File: config.mk
export PLATFORM = sky130hd
export DESIGN_NAME = line_pixel_generator
export DESIGN_NICKNAME = d
export VERILOG_FILES = /design/src/rtl/lpg_pkg.sv /design/src/rtl/line_pixel_generator.sv /design/src/rtl/lpg_front.sv /design/src/rtl/lpg_cmd_queue.sv /design/src/rtl/lpg_back.sv
export VERILOG_INCLUDE_DIRS = /design/src /design/src/rtl
export SDC_FILE = /design/constraint.sdc
export NUM_CORES = 1
export LEC_CHECK = 0
export ABC_AREA = 1
export BUFFER_PORTS_ARGS = -buffer_cell sky130_fd_sc_hd__buf_2
export CAP_MARGIN = 20
export CORE_MARGIN = 4
export CORE_UTILIZATION = 30
export CTS_CLUSTER_SIZE = 20
export DETAILED_ROUTE_END_ITERATION = 7
export GPL_ROUTABILITY_DRIVEN = 1
export GPL_TIMING_DRIVEN = 1
export SLEW_MARGIN = 20
export SYNTH_ARGS = -nofsm -noshare
export SYNTH_HDL_FRONTEND = slang
export SYNTH_SLANG_ARGS = --single-unit
File: constraint.sdc
create_clock -name clock -period 13 [get_ports clock]
set_input_delay 2.6 -clock clock [delete_from_list [all_inputs] [get_ports clock]]
set_output_delay 2.6 -clock clock [all_outputs]
set_load 0.01 [all_outputs]
File: src/rtl/assert_macros.svh
// Assertion macros shared by the line pixel generator RTL.
// Depends on nothing; included by the modules that carry assertions.
`ifndef ASSERT_MACROS_SVH
`define ASSERT_MACROS_SVH

// Condition holds at every clock edge outside reset.
`define ASSERT_ALWAYS(label, clk, rst, cond, msg) \
   label: assert property (@(posedge clk) disable iff (rst) (cond)) \
      else $error(msg);

// Consequent holds in the same cycle as the antecedent.
`define ASSERT_IMPLIES(label, clk, rst, ante, cons, msg) \
   label: assert property (@(posedge clk) disable iff (rst) (ante) |-> (cons)) \
      else $error(msg);

// Consequent holds in the cycle after the antecedent.
`define ASSERT_NEXT(label, clk, rst, ante, cons, msg) \
   label: assert property (@(posedge clk) disable iff (rst) (ante) |=> (cons)) \
      else $error(msg);

`endif

File: src/rtl/lpg_pkg.sv
// Package for the line pixel generator: widths, command and direction codes,
// and the command record passed from front to back. No dependencies.
`timescale 1ns / 1ps

package lpg_pkg;

   localparam int COORD_BITS    = 16;
   localparam int FIELD_BITS    = 16;
   localparam int ERR_BITS      = COORD_BITS + 2;
   localparam int LEFT_BITS     = COORD_BITS + 1;
   localparam int START_EXTRA   = 2;
   localparam int REQ_DATA_BITS = 5 * FIELD_BITS;
   localparam int RSP_DATA_BITS = 3 * FIELD_BITS;
   localparam int QUEUE_DEPTH   = 2;
   localparam int QPTR_BITS     = (QUEUE_DEPTH > 1) ? $clog2(QUEUE_DEPTH) : 1;
   localparam int QCNT_BITS     = $clog2(QUEUE_DEPTH + 1);

   typedef enum logic {
      CMD_START   = 1'b0,
      CMD_ADVANCE = 1'b1
   } cmd_kind_type;

   typedef enum logic [1:0] {
      DIR_NONE  = 2'd0,
      DIR_PLUS  = 2'd1,
      DIR_MINUS = 2'd3
   } dir_type;

   typedef struct packed {
      cmd_kind_type          kind;
      logic [COORD_BITS-1:0] x;
      logic [COORD_BITS-1:0] y;
      logic [COORD_BITS-1:0] abs_dx;
      logic [COORD_BITS-1:0] abs_dy;
      logic [COORD_BITS-1:0] major_len;
      dir_type               col_dir;
      dir_type               row_dir;
      logic [FIELD_BITS-1:0] color;
   } cmd_type;

   typedef struct packed {
      logic    valid;
      cmd_type cmd;
   } cmd_push_type;

   typedef struct packed {
      logic    valid;
      cmd_type cmd;
   } cmd_head_type;

endpackage

File: src/rtl/line_pixel_generator.sv
// Top level of the line pixel generator: front end, command queue, back end.
// Uses lpg_pkg, lpg_front, lpg_cmd_queue and lpg_back.
//
//   channel   dir   tdata (low bit up)                          tuser / tlast
//   req_      in    x_start, y_start, x_end, y_end, pen_color   tuser = mode
//   rsp_      out   pixel_x, pixel_y, pixel_color               tlast = last
//
// One request beat per cycle while the queue has room; each advance beat during a line gives one pixel beat.
// A pixel passes through its queue entry, then the result register, on its way out.
// The two-entry command queue lets req_ keep flowing while rsp_ stalls; req_tready
// drops only once the queue is full.
// Reset is synchronous and clears the queue, the line-busy flag and rsp_tvalid.
`timescale 1ns / 1ps

module line_pixel_generator import lpg_pkg::*; (
   input  logic                     clock,
   input  logic                     reset,
   input  logic                     req_tvalid,
   output logic                     req_tready,
   input  logic [REQ_DATA_BITS-1:0] req_tdata,   // x_start, y_start, x_end, y_end, pen_color
   input  logic                     req_tuser,   // mode
   output logic                     rsp_tvalid,
   input  logic                     rsp_tready,
   output logic [RSP_DATA_BITS-1:0] rsp_tdata,   // pixel_x, pixel_y, pixel_color
   output logic                     rsp_tlast    // last
);

   cmd_push_type push;
   cmd_head_type head;
   logic         queue_ready;
   logic         pop;

   lpg_front u_front (
      .req_tvalid  (req_tvalid),
      .req_tready  (req_tready),
      .req_tdata   (req_tdata),
      .req_tuser   (req_tuser),
      .queue_ready (queue_ready),
      .push        (push)
   );

   lpg_cmd_queue u_queue (
      .clock       (clock),
      .reset       (reset),
      .push        (push),
      .queue_ready (queue_ready),
      .head        (head),
      .pop         (pop)
   );

   lpg_back u_back (
      .clock      (clock),
      .reset      (reset),
      .head       (head),
      .pop        (pop),
      .rsp_tvalid (rsp_tvalid),
      .rsp_tready (rsp_tready),
      .rsp_tdata  (rsp_tdata),
      .rsp_tlast  (rsp_tlast)
   );

endmodule

File: src/rtl/lpg_front.sv
// Front end: accepts request beats, classifies start and advance commands
// and works out deltas, directions and major length. Uses lpg_pkg.
`timescale 1ns / 1ps

module lpg_front import lpg_pkg::*; (
   input  logic                     req_tvalid,
   output logic                     req_tready,
   input  logic [REQ_DATA_BITS-1:0] req_tdata,   // x_start, y_start, x_end, y_end, pen_color
   input  logic                     req_tuser,   // mode
   input  logic                     queue_ready,
   output cmd_push_type             push
);

   typedef struct packed {
      logic [COORD_BITS-1:0] absd;
      dir_type               dir;
   } axis_type;

   function automatic axis_type axis_setup(input logic [COORD_BITS-1:0] from_pos,
                                           input logic [COORD_BITS-1:0] to_pos);
      axis_type res;
      if (to_pos > from_pos) begin
         res.absd = to_pos - from_pos;
         res.dir  = DIR_PLUS;
      end else if (to_pos == from_pos) begin
         res.absd = '0;
         res.dir  = DIR_NONE;
      end else begin
         res.absd = from_pos - to_pos;
         res.dir  = DIR_MINUS;
      end
      return res;
   endfunction

   logic [COORD_BITS-1:0] xs, ys, xe, ye;
   axis_type              col_axis, row_axis;

   assign xs = req_tdata[0*FIELD_BITS +: COORD_BITS];
   assign ys = req_tdata[1*FIELD_BITS +: COORD_BITS];
   assign xe = req_tdata[2*FIELD_BITS +: COORD_BITS];
   assign ye = req_tdata[3*FIELD_BITS +: COORD_BITS];

   assign col_axis = axis_setup(xs, xe);
   assign row_axis = axis_setup(ys, ye);

   assign req_tready = queue_ready;

   always_comb begin
      push.valid         = req_tvalid && queue_ready;
      push.cmd.kind      = cmd_kind_type'(req_tuser);
      push.cmd.x         = xs;
      push.cmd.y         = ys;
      push.cmd.abs_dx    = col_axis.absd;
      push.cmd.abs_dy    = row_axis.absd;
      push.cmd.major_len = (col_axis.absd > row_axis.absd) ? col_axis.absd : row_axis.absd;
      push.cmd.col_dir   = col_axis.dir;
      push.cmd.row_dir   = row_axis.dir;
      push.cmd.color     = req_tdata[4*FIELD_BITS +: FIELD_BITS];
   end

endmodule

File: src/rtl/lpg_cmd_queue.sv
// Short command queue between front and back so each side stalls on its own.
// Uses lpg_pkg and assert_macros.svh.
`timescale 1ns / 1ps
`include "assert_macros.svh"

module lpg_cmd_queue import lpg_pkg::*; (
   input  logic         clock,
   input  logic         reset,
   input  cmd_push_type push,
   output logic         queue_ready,
   output cmd_head_type head,
   input  logic         pop
);

   cmd_type                mem_ff [QUEUE_DEPTH];
   logic [QPTR_BITS-1:0]   wr_ptr_ff, wr_ptr_in;
   logic [QPTR_BITS-1:0]   rd_ptr_ff, rd_ptr_in;
   logic [QCNT_BITS-1:0]   count_ff, count_in;
   logic                   do_push, do_pop;

   assign queue_ready = (count_ff != QCNT_BITS'(QUEUE_DEPTH));
   assign do_push     = push.valid;
   assign do_pop      = pop && (count_ff != '0);

   assign head.valid = (count_ff != '0);
   assign head.cmd   = mem_ff[rd_ptr_ff];

   always_comb begin
      wr_ptr_in = wr_ptr_ff;
      rd_ptr_in = rd_ptr_ff;
      count_in  = count_ff;
      if (do_push) begin
         wr_ptr_in = (wr_ptr_ff == QPTR_BITS'(QUEUE_DEPTH - 1)) ? '0 : wr_ptr_ff + 1'b1;
      end
      if (do_pop) begin
         rd_ptr_in = (rd_ptr_ff == QPTR_BITS'(QUEUE_DEPTH - 1)) ? '0 : rd_ptr_ff + 1'b1;
      end
      if (do_push && !do_pop) begin
         count_in = count_ff + 1'b1;
      end else if (do_pop && !do_push) begin
         count_in = count_ff - 1'b1;
      end
   end

   always_ff @(posedge clock) begin
      if (reset) begin
         wr_ptr_ff <= '0;
         rd_ptr_ff <= '0;
         count_ff  <= '0;
      end else begin
         wr_ptr_ff <= wr_ptr_in;
         rd_ptr_ff <= rd_ptr_in;
         count_ff  <= count_in;
      end
   end

   always_ff @(posedge clock) begin
      if (do_push) begin
         mem_ff[wr_ptr_ff] <= push.cmd;
      end
   end

   `ASSERT_ALWAYS(a_count_in_range, clock, reset, count_ff <= QCNT_BITS'(QUEUE_DEPTH), "queue count overflow")
   `ASSERT_ALWAYS(a_no_push_full, clock, reset, !(push.valid && (count_ff == QCNT_BITS'(QUEUE_DEPTH))), "push into full queue")
   `ASSERT_IMPLIES(a_full_has_head, clock, reset, !queue_ready, head.valid, "full queue without head")

endmodule

File: src/rtl/lpg_back.sv
// Back end: runs the line stepper on queued commands and drives the
// result register. Uses lpg_pkg and assert_macros.svh.
`timescale 1ns / 1ps
`include "assert_macros.svh"

module lpg_back import lpg_pkg::*; (
   input  logic                     clock,
   input  logic                     reset,
   input  cmd_head_type             head,
   output logic                     pop,
   output logic                     rsp_tvalid,
   input  logic                     rsp_tready,
   output logic [RSP_DATA_BITS-1:0] rsp_tdata,   // pixel_x, pixel_y, pixel_color
   output logic                     rsp_tlast    // last
);

   logic                  busy_ff, busy_in;
   logic                  out_valid_ff, out_valid_in;
   logic [COORD_BITS-1:0] cur_col_ff, cur_col_in;
   logic [COORD_BITS-1:0] cur_row_ff, cur_row_in;
   logic [ERR_BITS-1:0]   col_error_ff, col_error_in;
   logic [ERR_BITS-1:0]   row_error_ff, row_error_in;
   logic [COORD_BITS-1:0] abs_dx_ff, abs_dx_in;
   logic [COORD_BITS-1:0] abs_dy_ff, abs_dy_in;
   dir_type               col_dir_ff, col_dir_in;
   dir_type               row_dir_ff, row_dir_in;
   logic [COORD_BITS-1:0] major_len_ff, major_len_in;
   logic [LEFT_BITS-1:0]  pixels_left_ff, pixels_left_in;
   logic [FIELD_BITS-1:0] line_color_ff, line_color_in;
   logic [FIELD_BITS-1:0] out_x_ff, out_x_in;
   logic [FIELD_BITS-1:0] out_y_ff, out_y_in;
   logic [FIELD_BITS-1:0] out_color_ff, out_color_in;
   logic                  out_last_ff, out_last_in;

   logic                  emit, is_last;
   logic [ERR_BITS-1:0]   col_sum, row_sum, major_ext;

   function automatic logic [COORD_BITS-1:0] move_axis(input logic [COORD_BITS-1:0] pos,
                                                       input dir_type dir);
      logic [COORD_BITS-1:0] res;
      case (dir)
         DIR_PLUS:  res = pos + 1'b1;
         DIR_MINUS: res = pos - 1'b1;
         default:   res = pos;
      endcase
      return res;
   endfunction

   assign pop       = head.valid && (!out_valid_ff || rsp_tready);
   assign emit      = pop && (head.cmd.kind == CMD_ADVANCE) && busy_ff;
   assign is_last   = (pixels_left_ff <= LEFT_BITS'(1));
   assign major_ext = ERR_BITS'(major_len_ff);
   assign col_sum   = col_error_ff + ERR_BITS'(abs_dx_ff);
   assign row_sum   = row_error_ff + ERR_BITS'(abs_dy_ff);

   always_comb begin
      busy_in        = busy_ff;
      cur_col_in     = cur_col_ff;
      cur_row_in     = cur_row_ff;
      col_error_in   = col_error_ff;
      row_error_in   = row_error_ff;
      abs_dx_in      = abs_dx_ff;
      abs_dy_in      = abs_dy_ff;
      col_dir_in     = col_dir_ff;
      row_dir_in     = row_dir_ff;
      major_len_in   = major_len_ff;
      pixels_left_in = pixels_left_ff;
      line_color_in  = line_color_ff;
      out_x_in       = out_x_ff;
      out_y_in       = out_y_ff;
      out_color_in   = out_color_ff;
      out_last_in    = out_last_ff;
      out_valid_in   = out_valid_ff && !rsp_tready;

      if (pop && (head.cmd.kind == CMD_START)) begin
         busy_in        = 1'b1;
         cur_col_in     = head.cmd.x;
         cur_row_in     = head.cmd.y;
         col_error_in   = '0;
         row_error_in   = '0;
         abs_dx_in      = head.cmd.abs_dx;
         abs_dy_in      = head.cmd.abs_dy;
         col_dir_in     = head.cmd.col_dir;
         row_dir_in     = head.cmd.row_dir;
         major_len_in   = head.cmd.major_len;
         pixels_left_in = LEFT_BITS'(head.cmd.major_len) + LEFT_BITS'(START_EXTRA);
         line_color_in  = head.cmd.color;
      end else if (emit) begin
         out_valid_in = 1'b1;
         out_x_in     = FIELD_BITS'(cur_col_ff);
         out_y_in     = FIELD_BITS'(cur_row_ff);
         out_color_in = line_color_ff;
         out_last_in  = is_last;
         col_error_in = col_sum;
         row_error_in = row_sum;
         if (col_sum > major_ext) begin
            col_error_in = col_sum - major_ext;
            cur_col_in   = move_axis(cur_col_ff, col_dir_ff);
         end
         if (row_sum > major_ext) begin
            row_error_in = row_sum - major_ext;
            cur_row_in   = move_axis(cur_row_ff, row_dir_ff);
         end
         if (is_last) begin
            pixels_left_in = '0;
            busy_in        = 1'b0;
         end else begin
            pixels_left_in = pixels_left_ff - LEFT_BITS'(1);
         end
      end
   end

   always_ff @(posedge clock) begin
      if (reset) begin
         busy_ff      <= 1'b0;
         out_valid_ff <= 1'b0;
      end else begin
         busy_ff      <= busy_in;
         out_valid_ff <= out_valid_in;
      end
   end

   always_ff @(posedge clock) begin
      cur_col_ff     <= cur_col_in;
      cur_row_ff     <= cur_row_in;
      col_error_ff   <= col_error_in;
      row_error_ff   <= row_error_in;
      abs_dx_ff      <= abs_dx_in;
      abs_dy_ff      <= abs_dy_in;
      col_dir_ff     <= col_dir_in;
      row_dir_ff     <= row_dir_in;
      major_len_ff   <= major_len_in;
      pixels_left_ff <= pixels_left_in;
      line_color_ff  <= line_color_in;
      out_x_ff       <= out_x_in;
      out_y_ff       <= out_y_in;
      out_color_ff   <= out_color_in;
      out_last_ff    <= out_last_in;
   end

   assign rsp_tvalid = out_valid_ff;
   assign rsp_tdata  = {out_color_ff, out_y_ff, out_x_ff};
   assign rsp_tlast  = out_last_ff;

   `ASSERT_IMPLIES(a_busy_has_pixels, clock, reset, busy_ff, pixels_left_ff != '0, "busy with no pixels left")
   `ASSERT_IMPLIES(a_error_bounded, clock, reset, busy_ff, (col_error_ff <= major_ext) && (row_error_ff <= major_ext), "error accumulator above major length")
   `ASSERT_NEXT(a_last_ends_line, clock, reset, emit && is_last, !busy_ff && out_last_ff, "last beat did not end the line")

endmodule
# Word level (Yosys, flattened, before mapping)
# Memories as Yosys holds them, arrays and structs flattened. A register that Yosys moved wholly into a read port is not among the register bits.
# Index checks and enable logic that the tools add are counted.
[op_classes]
addsub = 18
order_cmp = 6
n_eq_ne = 7
n_mux = 31
bitwise_logic = 2
reduce_logical = 26
[ops]
columns = ["operator", "count"]
rows = [
  ["two-way mux 16 bit", 7],
  ["two-way mux 18 bit", 6],
  ["one-hot mux 16 bit (2 select lines)", 2],
  ["subtractor 16 bit", 4],
  ["two-way mux 17 bit", 3],
  ["> comparator 16 bit", 3],
  ["adder 18 x 16 -> 18 bit", 2],
  ["> comparator 18 x 16 -> 1 bit", 2],
  ["subtractor 18 x 16 -> 18 bit", 2],
  ["adder 16 x 1 -> 16 bit (second input constant)", 2],
  ["equality test 16 bit", 2],
  ["subtractor 16 x 1 -> 16 bit (second input constant)", 2],
  ["adder 16 x 2 -> 17 bit (second input constant)", 1],
  ["<= comparator 17 x 1 -> 1 bit (second input constant)", 1],
  ["subtractor 17 x 1 -> 17 bit (second input constant)", 1],
  ["nonzero test 2 bit", 6],
  ["two-way mux 1 bit", 11],
  ["logical AND 1 bit", 9],
  ["AND reduction 3 bit", 2],
  ["nonzero test 3 bit", 2],
  ["equality test 2 x 1 -> 1 bit (second input constant)", 2],
  ["equality test 2 bit (second input constant)", 2],
  ["logical NOT 1 bit", 4],
  ["two-way mux 2 bit", 2],
  ["other kinds (7)", 10],
]
[word_totals]
regBits = 208
ram_bits = 202
in_bits = 85
output_inout_bits = 51
wordCells = 111
n_memories = 1
[mem_list]
columns = ["name", "words", "word_bits", "rd", "rd_ports_with_merged_regs", "wr", "line_no", "source"]
rows = [
  ["u_queue.mem_ff", 2, 101, 1, 1, 1, "lpg_cmd_queue.sv:15", "cmd_type mem_ff [QUEUE_DEPTH];"],
]

# Longest topological paths before layout
[logic_depth]
depth_word = 7
depth_mapped = 27
depth_no_buf = 26

# Cells and area by module
# Synthesis repeated with hierarchy kept, for this count alone.
[hier_totals]
cells_unflattened = 3004
hier_area_um2 = 26467.9
[by_module_without_submodules]
columns = ["mod", "instances", "cells_per_inst", "area_per_inst_um2"]
rows = [
  ["lpg_back", 1, 1609, 13092.6],
  ["lpg_cmd_queue", 1, 349, 7968.9],
  ["lpg_front", 1, 1046, 5406.4],
]

# Least setup slack after synthesis
# OpenSTA, ideal clock, no wires.
[synth_path]
path_kind = "input -> register"
startpoint = "input req_tvalid"
endpoint = "memory u_queue.mem_ff[1][0] in the netlist's numbering (enable)"
setup_ns = 0.563
t_arrival_ns = 6.915
t_required_ns = 12.437
path_slack_ns = 5.522
stages = 2
path_buffers = 0
cell_sequence = "nand2_1 > nor2_1"
[synth_between]
elab_chain_len = 3
[synth_rtl]
columns = ["item", "line_no", "source"]
rows = [
  ["from (decl)", "line_pixel_generator.sv:18", "input logic req_tvalid,"],
  ["logical AND 1 bit", "lpg_front.sv:49", "push.valid = req_tvalid && queue_ready;"],
  ["two-way mux 1 bit", "lpg_cmd_queue.sv:58", "if (do_push) begin"],
  ["two-way mux 1 bit (not written as such)", "lpg_cmd_queue.sv:59", "mem_ff[wr_ptr_ff] <= push.cmd;"],
  ["to (decl)", "lpg_cmd_queue.sv:15", ""],
]
# Every way passes these cells.

==> flow_summary.toml <==
[outcome]
outcome = "finished clean"

[critical_path]
worstPathArrival_ns = 6.82
startpoint_type = "primary input"
critPathCaptureType = "flop"
crit_slowest_cell = "inv_1"
max_stage_delay_ns = 0.65
path_cells = "buf_2 > inv_1 > ha_1 > inv_1 > fa_1 > inv_1 > o21ai_2 > a21oi_2 > o21ai_2 > inv_2 > nand2_1 > inv_1 > nand3_1 > nand2_1 > inv_1 > ha_1 > nand4_1 > nor2_1 > nand2_1 > nand2_1 > nand2_1 > inv_1 > o21ai_1"
path_max_fanout = 22
required_ns = 13.28
path_common_cell = "inv_1"
crit_type = "primary input to flop"

[detailed_routing]
via_count = 18800
drc = 0
wirelength_um = 67500
ant_nets = 0
wl_per_cell_um = 17.1
initialDrtViolationCount = 1423
firstDrtPassIters = 5
routed_via_density = 4.76

[floorplanning]
rows = 104
core_mm2 = 0.0808
dieArea_mm2 = 0.0864
io_pins = 136
initial_core_util_pct = 30.3
die_x_um = 294
die_h_um = 294

[synth]
ys_top_cells_by_area = "edfxtp_1, nand2_1, ha_1"
async_flop_share_pct = 0
synth_edf_count = 368
yosys_warnings = 0
seq_area_frac_synth_pct = 48.6
synth_nets = 2993
yosys-top-cells-count = "nand2_1, edfxtp_1, inv_1"
yosys.area.top_type = "edfxtp_1"
synth_area_mm2 = 0.0245
synth_top_area_share_pct = 45.1
synth_cell_types = 60
synthCells = 2724
synth.avg_cell_area_um2 = 9.00
ys.flop_type = "edfxtp_1"
synth_most_common_cell = "nand2_1"
ys_ff_latch = 411

[timing]
slew_violations = 0
setup_viol = 0
final-hold-violation-count = 0
finalCriticalPeriod_ns = 6.53
clock_skew_ns = 0.0196
rsz0062_at_grt = "false"
tns_ns = 0
period_share_pct = 50.3
maxSlewHeadroom_pct = 29.4
fmax_mhz = 153
worst_pin_slew_ns = 1.05
post-route-worst-setup-slack_ns = 6.47

[global_route]
grt_usage_pct = 15.3
grt_pass1_wl_um = 103000
use_met3_pct = 2.35
grt_max_degree = 75
grt_use_met2_pct = 24.4
grt_pass1_vias = 17900
overflow = 0
top_usage_layer = "met2"
met1_usage_pct = 21.7
antenna_found_initial = 5

[final_layout]
fin_area_mm2 = 0.0279
syn2layout_area_growth_pct = 13.6
seq_area_mm2 = 0.0119
fin_util_pct = 34.5
multi_input_area_mm2 = 0.0111
final_nets = 3124
drive_above_1_share_pct = 11.7
fillers = 8277

[flow_run]
max_cap_viol_count = 0

[clock_network]
clkSinkCount = 411
cts_root_buffer = "clkbuf_16"
cts_setup_buffers = 0
clockBufferDepth = 3
ctsHoldBuffers = 0
cts_tree = "built"
path_clk_slew_ns = 0.06
cts_resized = 0
htreeDepth = 2
cts_made_buffers = 45
clk_latency_ns = 0.58

[placement]
place_hpwl_um = 50800
place_area_mm2 = 0.0263
dp_worst_setup_slack_ns = 5.98
io_buffer_count = 135
gp_congestion = 0.917

[power_and_ir_drop]
pwr_density_cell_mw_per_mm2 = 255
leakage_nw = 12.4
total_power_mw = 7.12
ir_worst_vdd_v = 0.000116

[hold_path]
hold_path.class = "flop to flop"
## logic make-up after synthesis
group                    count (synthesis)  share of synthesized area [%]
AO/OA/AOI/OAI                          458                           11.1
XOR/XNOR                               121                           4.32
adder cells (fa/ha/maj)                184                           9.70
buffers and inverters                  376                           6.18
flip-flops                             411                           48.6
multiplexers                             1                         0.0408
AND/OR/NAND/NOR                       1173                           20.1
## power breakdown
| part | total [mW] | switching [mW] | internal (mW) | leakage (nW) |
|---|---|---|---|---|
| clock | 1.34 | 0.539 | 0.804 | 0.749 |
| combinational | 3.61 | 2.43 | 1.18 | 7.84 |
| sequential | 2.16 | 0.176 | 1.99 | 3.77 |
| total | 7.12 | 3.14 | 3.97 | 12.4 |
## final timing paths
kind	from	to	slack, ns	depth (start not counted)
hold reg to reg	u_back.line_color_ff[8]	u_back.out_color_ff[8]	0.41	0
setup reg to reg	u_back.abs_dy_ff[0]	u_back.cur_row_ff[4]	8.18	19
hold / removal	u_back.line_color_ff[8]	u_back.out_color_ff[8]	0.41	0
setup / recovery	req_tdata[48]	u_queue.mem_ff[0][27]	6.47	23
## area by class of cell
type | count | area share, %
Antenna cell | 1 | 0.00898
Clock buffer | 57 | 4.35
Clock inverter | 25 | 1.21
Inverter | 313 | 4.23
Multi-Input combinational cell | 1937 | 39.9
Sequential cell | 411 | 42.8
Tap cell | 1060 | 4.76
Timing Repair Buffer | 147 | 2.75
## stage by stage
stage | hold WS [ns] | cells
after global placement | 0.402 | 3868
after detailed placement | 0.405 | 3868
after floorplan | 0.400 | 2724
after global routing | 0.422 | 3951
final | 0.413 | 3951
after CTS | 0.414 | 3950
## registers in the layout, indices dropped and copies added (netlist names), named ones only
name                   count
u_back.cur_col_ff         16
u_queue.count_ff           2
u_back.col_dir_ff          2
u_back.abs_dy_ff          16
u_queue.rd_ptr_ff          1
u_back.row_dir_ff          2
u_queue.mem_ff           202
u_back.line_color_ff      16
u_back.out_x_ff           16
u_back.rsp_tlast           1
u_back.col_error_ff       18
u_back.out_y_ff           16
u_back.pixels_left_ff     17
u_back.row_error_ff       18
u_back.out_color_ff       16
u_back.rsp_tvalid          1
u_queue.wr_ptr_ff          1
u_back.cur_row_ff         16
u_back.abs_dx_ff          16
u_back.busy_ff             1
u_back.major_len_ff       16
## routing by layer
layer | share of wire [%] | wire length, um
met5 | 0.040 | 27
met4 | 2.5 | 1670
met2 | 45 | 30100
met3 | 5.7 | 3870
met1 | 47 | 31800
## cells in the final DEF, fill, tap and decap left out, types with 7 or more instances in the layout
cell type	n
nor2_2	12
nand4_1	18
clkbuf_16	46
buf_4	12
or2_2	16
a21oi_1	178
o21ai_2	17
dfxtp_1	42
inv_1	298
inv_2	13
a31oi_1	20
a21o_1	26
o211ai_1	9
bufinv_16	7
nor2_4	8
xor2_1	82
fa_1	10
clkinv_2	8
xnor2_1	39
nand3_1	116
nand3_2	7
nor2_1	141
o21ai_0	96
o21ai_1	39
clkbuf_1	9
buf_2	135
ha_1	174
o21bai_1	21
a21oi_2	11
o22ai_1	11
nor3_1	23
nand2_1	792
edfxtp_1	368
nand2_2	18
## worst max-delay path: cells and delay by family
family          cells  cell delay (ns)
compound gates      4             0.60
fa+ha+maj           3             0.95
buf+inv             8             1.41
simple gates        8             1.22
Note: power is estimated with default switching activity, not from simulation.
